$ cat config.mk
export PLATFORM = sky130hd
export DESIGN_NAME = bcat_ctrl
export DESIGN_NICKNAME = d
export VERILOG_FILES = /design/src/sv/bcat_pkg.sv /design/src/sv/bcat_ctrl.sv
export SDC_FILE = /design/constraint.sdc
export NUM_CORES = 1
export LEC_CHECK = 0
export BUFFER_PORTS_ARGS = -buffer_cell sky130_fd_sc_hd__buf_2
export CAP_MARGIN = 20
export CELL_PAD_IN_SITES_DETAIL_PLACEMENT = 0
export CELL_PAD_IN_SITES_GLOBAL_PLACEMENT = 1
export CORE_AREA = 4 4 168 170
export DETAILED_ROUTE_END_ITERATION = 6
export DIE_AREA = 0 0 172 174
export GPL_TIMING_DRIVEN = 0
export PLACE_DENSITY = 0.92
export SYNTH_ARGS = -nofsm -noshare
export SYNTH_HDL_FRONTEND = slang
export SYNTH_SLANG_ARGS = --single-unit
$ cat constraint.sdc
create_clock -name clk -period 7.3 [get_ports clk]
set_input_delay 0.365 -clock clk [delete_from_list [all_inputs] [get_ports clk]]
set_output_delay 0.365 -clock clk [all_outputs]
set_load 0.05 [all_outputs]
$ cat src/sv/bcat_pkg.sv
package bcat_pkg;

  // Command codes of the input channel.
  typedef enum logic [2:0] {
    CMD_WRITE = 3'd0,
    CMD_READ  = 3'd1,
    CMD_ALLOC = 3'd2,
    CMD_FREE  = 3'd3,
    CMD_STATS = 3'd4
  } cmd_e;

  // Result status codes.
  typedef enum logic [1:0] {
    ST_OK        = 2'd0,
    ST_NO_SPACE  = 2'd1,
    ST_BROKEN    = 2'd2,
    ST_TOO_LARGE = 2'd3
  } status_e;

  // Configuration register indexes.
  localparam int CFG_IDX_W = 1;
  localparam logic [CFG_IDX_W-1:0] CFG_SEARCH_START = 1'd0;
  localparam logic [CFG_IDX_W-1:0] CFG_MAX_ALLOC    = 1'd1;

  // Field widths of the channels.
  localparam int CMD_W   = 3;
  localparam int BLK_W   = 12;
  localparam int ENTRY_W = 16;
  localparam int CNT_W   = 13;

  // Register reset values.
  localparam logic [BLK_W-1:0] START_RESET = 12'd64;
  localparam logic [CNT_W-1:0] MAX_RESET   = 13'd4016;

  // Special entry codes.
  localparam logic [ENTRY_W-1:0] ENTRY_FREE = 16'h0000;
  localparam logic [ENTRY_W-1:0] ENTRY_END  = 16'hFFFF;
  localparam logic [ENTRY_W-1:0] ENTRY_BAD  = 16'hFFFE;

  // One result item.
  typedef struct packed {
    status_e            status;
    logic [ENTRY_W-1:0] value;
    logic [CNT_W-1:0]   freed;
    logic [CNT_W-1:0]   free_total;
    logic [CNT_W-1:0]   used_total;
    logic [CNT_W-1:0]   bad_total;
  } res_t;

endpackage

$ cat src/sv/bcat_ctrl.sv
module bcat_ctrl #(
  parameter int TABLE_DEPTH = 4096
) (
  input  logic                           clk,
  input  logic                           rst_n,
  input  logic                           in_valid,
  output logic                           in_ready,
  input  logic [bcat_pkg::CMD_W-1:0]     in_cmd,
  input  logic [bcat_pkg::BLK_W-1:0]     in_blk,
  input  logic [bcat_pkg::ENTRY_W-1:0]   in_val,
  input  logic [bcat_pkg::CNT_W-1:0]     in_cnt,
  input  logic [bcat_pkg::BLK_W-1:0]     search_start,
  input  logic [bcat_pkg::CNT_W-1:0]     max_alloc,
  input  logic                           out_free,
  output logic                           res_load,
  output bcat_pkg::res_t                 res,
  output logic                           mem_we,
  output logic [$clog2(TABLE_DEPTH)-1:0] mem_waddr,
  output logic [bcat_pkg::ENTRY_W-1:0]   mem_wdata,
  output logic [$clog2(TABLE_DEPTH)-1:0] mem_raddr,
  input  logic [bcat_pkg::ENTRY_W-1:0]   mem_rdata
);
  import bcat_pkg::*;

  localparam int IW   = $clog2(TABLE_DEPTH);
  localparam int CW   = $clog2(TABLE_DEPTH + 1);
  localparam int RAW  = (IW + 1 > 13) ? IW + 1 : 13;
  localparam int CMPW = (CW > 13) ? CW : 13;
  localparam int PW   = ENTRY_W + 1;

  typedef enum logic [9:0] {
    S_CLEAR     = 10'b0000000001,
    S_IDLE      = 10'b0000000010,
    S_DISPATCH  = 10'b0000000100,
    S_READ_WAIT = 10'b0000001000,
    S_SCAN      = 10'b0000010000,
    S_LINK      = 10'b0000100000,
    S_LINK_END  = 10'b0001000000,
    S_FREE_RD   = 10'b0010000000,
    S_FREE_WR   = 10'b0100000000,
    S_RESP      = 10'b1000000000
  } state_t;

  state_t               state_r, state_nxt;
  logic [RAW-1:0]       ra_r, ra_nxt;
  logic                 pv_r, pv_nxt;
  logic [IW-1:0]        pa_r, pa_nxt;
  logic [CW-1:0]        cnt0_r, cnt0_nxt;
  logic [CW-1:0]        cnt1_r, cnt1_nxt;
  logic [CW-1:0]        cnt2_r, cnt2_nxt;
  logic [CW-1:0]        taken_r, taken_nxt;
  logic [IW-1:0]        prev_r, prev_nxt;
  logic [IW-1:0]        head_r, head_nxt;
  logic [ENTRY_W-1:0]   cur_r, cur_nxt;
  cmd_e                 cmd_r, cmd_nxt;
  logic [BLK_W-1:0]     blk_r, blk_nxt;
  logic [ENTRY_W-1:0]   val_r, val_nxt;
  logic [CNT_W-1:0]     n_r, n_nxt;
  logic                 alloc_mode_r, alloc_mode_nxt;
  res_t                 res_r, res_nxt;
  logic                 issue;
  logic                 blk_ok;
  logic [IW-1:0]        blk_idx;

  assign issue    = (ra_r < RAW'(TABLE_DEPTH));
  assign blk_ok   = (RAW'(blk_r) < RAW'(TABLE_DEPTH));
  assign blk_idx  = IW'(blk_r);
  assign in_ready = (state_r == S_IDLE);
  assign res      = res_r;

  // Command sequencer: every table access goes through the memory ports.
  always_comb begin
    state_nxt      = state_r;
    ra_nxt         = ra_r;
    pv_nxt         = 1'b0;
    pa_nxt         = ra_r[IW-1:0];
    cnt0_nxt       = cnt0_r;
    cnt1_nxt       = cnt1_r;
    cnt2_nxt       = cnt2_r;
    taken_nxt      = taken_r;
    prev_nxt       = prev_r;
    head_nxt       = head_r;
    cur_nxt        = cur_r;
    cmd_nxt        = cmd_r;
    blk_nxt        = blk_r;
    val_nxt        = val_r;
    n_nxt          = n_r;
    alloc_mode_nxt = alloc_mode_r;
    res_nxt        = res_r;
    res_load       = 1'b0;
    mem_we         = 1'b0;
    mem_waddr      = prev_r;
    mem_wdata      = ENTRY_FREE;
    mem_raddr      = ra_r[IW-1:0];

    unique case (state_r)
      // Clearing pass after reset, one entry a cycle.
      S_CLEAR: begin
        mem_we    = 1'b1;
        mem_waddr = ra_r[IW-1:0];
        ra_nxt    = ra_r + 1'b1;
        if (ra_r == RAW'(TABLE_DEPTH - 1)) begin
          state_nxt = S_IDLE;
        end
      end
      S_IDLE: begin
        if (in_valid) begin
          cmd_nxt   = cmd_e'(in_cmd);
          blk_nxt   = in_blk;
          val_nxt   = in_val;
          n_nxt     = in_cnt;
          state_nxt = S_DISPATCH;
        end
      end
      S_DISPATCH: begin
        res_nxt = '0;
        unique case (cmd_r)
          CMD_WRITE: begin
            mem_we    = blk_ok;
            mem_waddr = blk_idx;
            mem_wdata = val_r;
            state_nxt = S_RESP;
          end
          CMD_READ: begin
            mem_raddr = blk_idx;
            state_nxt = blk_ok ? S_READ_WAIT : S_RESP;
          end
          CMD_ALLOC: begin
            if (n_r == '0 || n_r > max_alloc) begin
              res_nxt.status = ST_TOO_LARGE;
              res_nxt.value  = ENTRY_END;
              state_nxt      = S_RESP;
            end else begin
              ra_nxt         = RAW'(search_start);
              cnt0_nxt       = '0;
              alloc_mode_nxt = 1'b1;
              state_nxt      = S_SCAN;
            end
          end
          CMD_FREE: begin
            cur_nxt   = ENTRY_W'(blk_r);
            cnt0_nxt  = '0;
            state_nxt = S_FREE_RD;
          end
          CMD_STATS: begin
            ra_nxt         = '0;
            cnt0_nxt       = '0;
            cnt1_nxt       = '0;
            cnt2_nxt       = '0;
            alloc_mode_nxt = 1'b0;
            state_nxt      = S_SCAN;
          end
          default: begin
            state_nxt = S_RESP;
          end
        endcase
      end
      S_READ_WAIT: begin
        res_nxt       = '0;
        res_nxt.value = mem_rdata;
        state_nxt     = S_RESP;
      end
      // Counting scan: one read issued and one entry classified per cycle.
      S_SCAN: begin
        if (issue) begin
          ra_nxt = ra_r + 1'b1;
          pv_nxt = 1'b1;
        end
        if (pv_r) begin
          if (mem_rdata == ENTRY_FREE) begin
            cnt0_nxt = cnt0_r + 1'b1;
          end else if (mem_rdata == ENTRY_BAD) begin
            cnt2_nxt = cnt2_r + 1'b1;
          end else begin
            cnt1_nxt = cnt1_r + 1'b1;
          end
        end
        if (!issue && !pv_r) begin
          res_nxt = '0;
          if (!alloc_mode_r) begin
            res_nxt.free_total = CNT_W'(cnt0_r);
            res_nxt.used_total = CNT_W'(cnt1_r);
            res_nxt.bad_total  = CNT_W'(cnt2_r);
            state_nxt          = S_RESP;
          end else if (CMPW'(cnt0_r) > CMPW'(n_r)) begin
            ra_nxt    = RAW'(search_start);
            taken_nxt = '0;
            state_nxt = S_LINK;
          end else begin
            res_nxt.status = ST_NO_SPACE;
            res_nxt.value  = ENTRY_END;
            state_nxt      = S_RESP;
          end
        end
      end
      // Linking scan: each free block found is chained behind the previous one.
      S_LINK: begin
        if (issue) begin
          ra_nxt = ra_r + 1'b1;
          pv_nxt = 1'b1;
        end
        if (pv_r && mem_rdata == ENTRY_FREE) begin
          if (taken_r == '0) begin
            head_nxt = pa_r;
          end else begin
            mem_we    = 1'b1;
            mem_waddr = prev_r;
            mem_wdata = ENTRY_W'(pa_r);
          end
          prev_nxt  = pa_r;
          taken_nxt = taken_r + 1'b1;
          if (CMPW'(taken_r) + 1'b1 == CMPW'(n_r)) begin
            pv_nxt    = 1'b0;
            state_nxt = S_LINK_END;
          end
        end
      end
      S_LINK_END: begin
        mem_we        = 1'b1;
        mem_waddr     = prev_r;
        mem_wdata     = ENTRY_END;
        res_nxt       = '0;
        res_nxt.value = ENTRY_W'(head_r);
        state_nxt     = S_RESP;
      end
      // Chain walk: read an entry, then clear it and follow its link.
      S_FREE_RD: begin
        if (!(PW'(cur_r) < PW'(TABLE_DEPTH)) || CMPW'(cnt0_r) >= CMPW'(TABLE_DEPTH)) begin
          res_nxt        = '0;
          res_nxt.status = ST_BROKEN;
          res_nxt.freed  = CNT_W'(cnt0_r);
          state_nxt      = S_RESP;
        end else begin
          mem_raddr = cur_r[IW-1:0];
          state_nxt = S_FREE_WR;
        end
      end
      S_FREE_WR: begin
        mem_we    = 1'b1;
        mem_waddr = cur_r[IW-1:0];
        cnt0_nxt  = cnt0_r + 1'b1;
        if (mem_rdata[ENTRY_W-1]) begin
          res_nxt       = '0;
          res_nxt.freed = CNT_W'(cnt0_r + 1'b1);
          state_nxt     = S_RESP;
        end else begin
          cur_nxt   = mem_rdata;
          state_nxt = S_FREE_RD;
        end
      end
      S_RESP: begin
        res_load = out_free;
        if (out_free) begin
          state_nxt = S_IDLE;
        end
      end
      default: begin
        state_nxt = S_CLEAR;
      end
    endcase
  end

  // Control state.
  always_ff @(posedge clk) begin
    if (!rst_n) begin
      state_r <= S_CLEAR;
      ra_r    <= '0;
      pv_r    <= 1'b0;
    end else begin
      state_r <= state_nxt;
      ra_r    <= ra_nxt;
      pv_r    <= pv_nxt;
    end
  end

  // Working registers of the current command.
  always_ff @(posedge clk) begin
    pa_r         <= pa_nxt;
    cnt0_r       <= cnt0_nxt;
    cnt1_r       <= cnt1_nxt;
    cnt2_r       <= cnt2_nxt;
    taken_r      <= taken_nxt;
    prev_r       <= prev_nxt;
    head_r       <= head_nxt;
    cur_r        <= cur_nxt;
    cmd_r        <= cmd_nxt;
    blk_r        <= blk_nxt;
    val_r        <= val_nxt;
    n_r          <= n_nxt;
    alloc_mode_r <= alloc_mode_nxt;
    res_r        <= res_nxt;
  end

endmodule

* Yosys cells after proc, flatten, opt, wreduce, memory -nomap -nowiden
Index checks and enable logic that the tools add are counted.
** Storage, ports and cells
- Flip-flop bits (word level) :: 243
- Latch bits :: 0
- RAM bits :: 0
- Bits in read-only memories :: 0
- Input port bits :: 89
- Output and inout port bits :: 113
- Logic and storage cells :: 175
- Memories :: 0
** Operators by class
- $add $sub $neg :: 5
- Multiply operators :: 0
- Div/mod/pow operators :: 0
- Magnitude comparators :: 5
- Eq/ne operators :: 39
- Shifts and indexed selects :: 0
- Multiplexer cells :: 71
- Bitwise logic cells :: 0
- Reductions and logical operators :: 33
** Operator list (count)
- 70-bit case mux with 6 select lines :: 1
- 13-bit two-way mux :: 19
- 70-bit two-way mux :: 3
- 13-bit case mux with 2 select lines :: 5
- 10-bit two-way mux :: 11
- 10-bit case mux with 9 select lines :: 1
- 13-bit by 1-bit adder with 13-bit output, second input constant :: 5
- 12-bit two-way mux :: 5
- 13-bit case mux with 4 select lines :: 1
- 16-bit two-way mux :: 3
- 16-bit case mux with 3 select lines :: 1
- 10-bit case mux with 4 select lines :: 1
- 39-bit two-way mux :: 1
- 13-bit case mux with 3 select lines :: 1
- 18-bit two-way mux :: 2
- 12-bit case mux with 3 select lines :: 1
- 17-bit two-way mux :: 2
- 2-bit inequality test, second input constant :: 17
- 16-bit case mux with 2 select lines :: 1
- 13-bit greater-than comparator :: 2
- 13-bit logical NOT :: 2
- 12-bit case mux with 2 select lines :: 1
- 5-bit AND reduction :: 4
- 16-bit equality test, second input constant :: 1
- other kinds (39) :: 62

* Longest topological paths before layout
- Depth after elaboration :: 6
- Gate-level depth with buffers :: 11

* Least setup slack after synthesis
OpenSTA, ideal clock, no wires.
- Kind :: register to register
- Start :: reg state_r[4]
- End :: reg res_r, in the netlist res[0], enable pin
- Setup time :: 0.521 ns
- Data arrival time :: 5.388 ns
- Required time :: 6.779 ns
- Path slack :: 1.391 ns
- Stages on the path, launching flop included :: 9
- Path buffers :: 1
- Clock period less this slack :: 5.909 ns
- Path through :: dfxtp_1 -> buf_2 -> or4_4 -> or4_4 -> nor4b_4 -> nor2_2 -> nand3_1 -> inv_2 -> a21oi_1
** Between the ends
- Longest elaborated chain between the ends :: 3
- Elaborated cells on any way between the ends :: 11
- Classes of those cells :: eq/ne: 9; reduce/logical: 2
** RTL lines
- start: declaration :: line bcat_ctrl.sv:44 : state_t state_r, state_nxt;
- start signal: assignment :: line bcat_ctrl.sv:270 : state_r <= state_nxt;
- 10-bit by 9-bit equality test with 1-bit output (tied with other cells) :: line bcat_ctrl.sv:96 : unique case (state_r)
- 6-bit nonzero test (no source line) / 2-bit inequality test (equally long branches)
- 4-bit AND reduction (no source line) *
- end signal: assignment :: line bcat_ctrl.sv:291 : res_r <= res_nxt;
- end: declaration :: line bcat_ctrl.sv:60 : res_t res_r, res_nxt;
Every way passes the cells marked *; elsewhere a longest branch is shown, timed or not.
A chain may end at the register's enable or synchronous reset.

* Worst setup path in the final report
- Start :: reg state_r[8]
- End :: out mem_raddr[1]
** Between the ends
- Longest elaborated chain between the ends :: 2
- Elaborated cells on any way between the ends :: 3
- Classes of those cells :: eq/ne: 2; mux: 1
** RTL lines
- 10-bit by 8-bit equality test with 1-bit output / 10-bit by 3-bit equality test with 1-bit output (equally long branches) :: line bcat_ctrl.sv:96
- 12-bit case mux with 2 select lines * :: line bcat_ctrl.sv:96
- end: declaration :: line bcat_ctrl.sv:20 : output logic [$clog2(TABLE_DEPTH)-1:0] mem_raddr,
Marks and branches as above.

==> out/metrics.cfg <==
[worst_setup_path]
end_kind=primary output
crit_type=flip-flop to primary output
crit_slowest_cell=nor4_2
setup.worst_path.start=state_r[8]
rr_worst_depth=10
cp_max_fo=10
start_kind=flip-flop
r2r_start=state_r[5]
crit_arrival_ps=4070
crit_chain=nor4_2, and4b_1, clkbuf_1, nand2_1, nor3_1, nor2_1, a21oi_1, clkbuf_1, o21ai_0, buf_2
critPathTopFamily=simple AND/OR/NAND/NOR gates
critical_path.most_common_cell=clkbuf_1
cp_num_buf_inv=3
worstPathRequired_ps=6930
cp_num_cells=10
max_stage_delay_ps=610

[route]
drtIter0Drc=1122
wl_per_cell_um=19.7
vias=9734
avgViaCountPerCell=5.71
drtPass1Iterations=6
routed_wl_mm=33.6
ant_nets=0
drc=0

[cells_and_area]
final_cell_mix=edfxtp_1, buf_2, nand2_1, nor2_1, inv_1
ff_latch_area_sq_um=6910
fill_cells=2303
final_common_cell=edfxtp_1
stdcell_count=1705
multi_input_area_sq_um=4620
synthToLayoutAreaGrowth_pct=23.0
drive_above_1_share_pct=19.7
layout.nets=1465
postLayoutCellArea_sq_um=14600

[timing]
setup_viol=0
worstMarginPinSlew_ps=1070
max_freq_mhz=226
finalClockSkew_ps=15.3
relSlewSlack_pct=28.0
drv_slew=0
setup_tns_ps=0
finalHoldViolations=0
grt_setup_unrepaired=false
final.min_clock_period_ps=4430
period_share_pct=60.7

[clocking]
cts.root.buffer_cell=clkbuf_16
cts.repair.resized=0
clockBufferDepth=3
path_clk_slew_ps=60
cts_tree=built
clk_latency_ps=530
cts_max_level=1
cts_buffers=27
clock_sinks=242

[synth]
postSynthCellCount=1073
yosys.area.top_type=edfxtp_1
async_reset_ff_share_pct=0
synth_edf_count=206
yosys_register_bits=242
synth_nets=1195
synth_top_area_share_pct=52.1
ys_seq_area_share_pct=58.2
yosysWarnings=0
synth_ff_type=edfxtp_1
synth_cell_types=70
synth_area_sq_um=11900
synth_area_per_cell_sq_um=11.1
synth_area_leaders=edfxtp_1, dfxtp_1, nand2_1

[global_route]
grt_overflow=0
grt_pass1_vias=9409
grt_max_degree=32
grt_pass1_wl_mm=52.1
grt_antenna_before_repair=2
grtUsageTotal_pct=21.9

[hold_path]
holdPathStages=1
min-delay-start=in_blk[5]
hold_class=input pin to flip-flop

[power_and_ir_drop]
clkPwrFrac_pct=43.0
internal_power_uw=2320
seq_power_share_pct=50.1
p_switching_uw=711
total_power_uw=3030
pwr-share-comb_pct=6.9
p_leak_uw=0.00565
powerDensity_nw_per_um2=208
ir_worst_vdd_v=0.000177
swShare_pct=23.5

[die]
die_w_um=172
std_cell_rows=60
boundaryPins=202
dieArea_sq_um=29900
die_y_um=174
core_area_sq_um=26700
start_util_pct=44.4

[placement]
dpl_cell_area_sq_um=13500
gp_congestion=0.894
io_buffers=201
dp_hpwl_mm=24.6
post-place-cells=1624

[status]
outcome=finished, final reports clean

[run]
maxCapViolCount=0

-- repair_timing --
item,CTS,global route
hold buffers,29,1
hold endpoints to repair,29,1
setup buffers,0,0
-- flip-flops by register name, indices dropped and copies added (netlist names) --
register / cells
res: 70
val_r: 16
cur_r: 15
cnt0_r: 13
cnt1_r: 13
cnt2_r: 13
n_r: 13
ra_r: 13
taken_r: 13
blk_idx: 12
head_r: 12
pa_r: 12
prev_r: 12
state_r: 10
cmd_r: 3
alloc_mode_r: 1
pv_r: 1
-- power by group through the flow --
| stage | combinational [uW] | sequential [uW] | clock [uW] |
|---|---|---|---|
| floorplan | 122 | 1540 | 0 |
| detailed placement | 193 | 1550 | 0 |
| global placement | 190 | 1550 | 0 |
| CTS | 206 | 1520 | 1320 |
| global route | 222 | 1520 | 1380 |
| finish | 209 | 1520 | 1300 |
-- cells in the mapped netlist, drive strengths merged (26+ instances only) --
library cell    n
a221o          26
nand3          36
xnor2          31
edfxtp        206
dfxtp          36
o21ai          65
ha             33
inv            54
nand2         127
and2           50
a21oi          37
nor2           85
clkbuf         42
-- worst paths after layout --
path / slack [ps] / to
worst max-delay path: 2870 / mem_raddr[1]
worst min-delay path: 10 / blk_idx[5]
worst max register to register: 3410 / res[1]
worst min register to register: 360 / pa_r[4]
-- layout make-up --
class,instances,area share (%)
Timing Repair Buffer,241,9.77
Antenna cell,1,0.0171
Inverter,54,1.39
Sequential cell,242,47.3
Buffer,47,1.27
Clock buffer,34,4.81
Clock inverter,15,0.925
Multi-Input combinational cell,730,31.6
Tap cell,341,2.92
-- routing by layer --
metal / wire (um) / part of all wire [%] / global-route usage, % / up-vias
met3: 2580 / 7.7 / 3.87 / 71
met2: 16100 / 48 / 36.0 / 417
met1: 13600 / 41 / 29.3 / 4690
met5: 13 / 0.039 / 0 / -
li1: - / - / - / 4554
met4: 1270 / 3.8 / 7.37 / 2
-- kinds of logic after synthesis --
kind of cell,count (synthesis),synth area share (%)
and+or+nand+nor,427,18.4
muxes,1,0.0843
adders and majority gates,33,3.48
DFF,242,58.2
xor gates and xnor gates,50,3.92
buffers and inverters,101,3.27
AOI/OAI and AO/OA,219,12.7
-- per-stage QoR --
stage / util, % / hold WS, ps / worst slack (ps)
after global placement: 49.8 / 335 / -277
after CTS: 54.6 / 0.554 / 2930
after global routing: 54.6 / 3.91 / 2600
final: 54.6 / 14.0 / 2870
after floorplan: - / 329 / 1390
after detailed placement: 50.4 / 338 / 3450
Power figures use the tool's default switching activity.
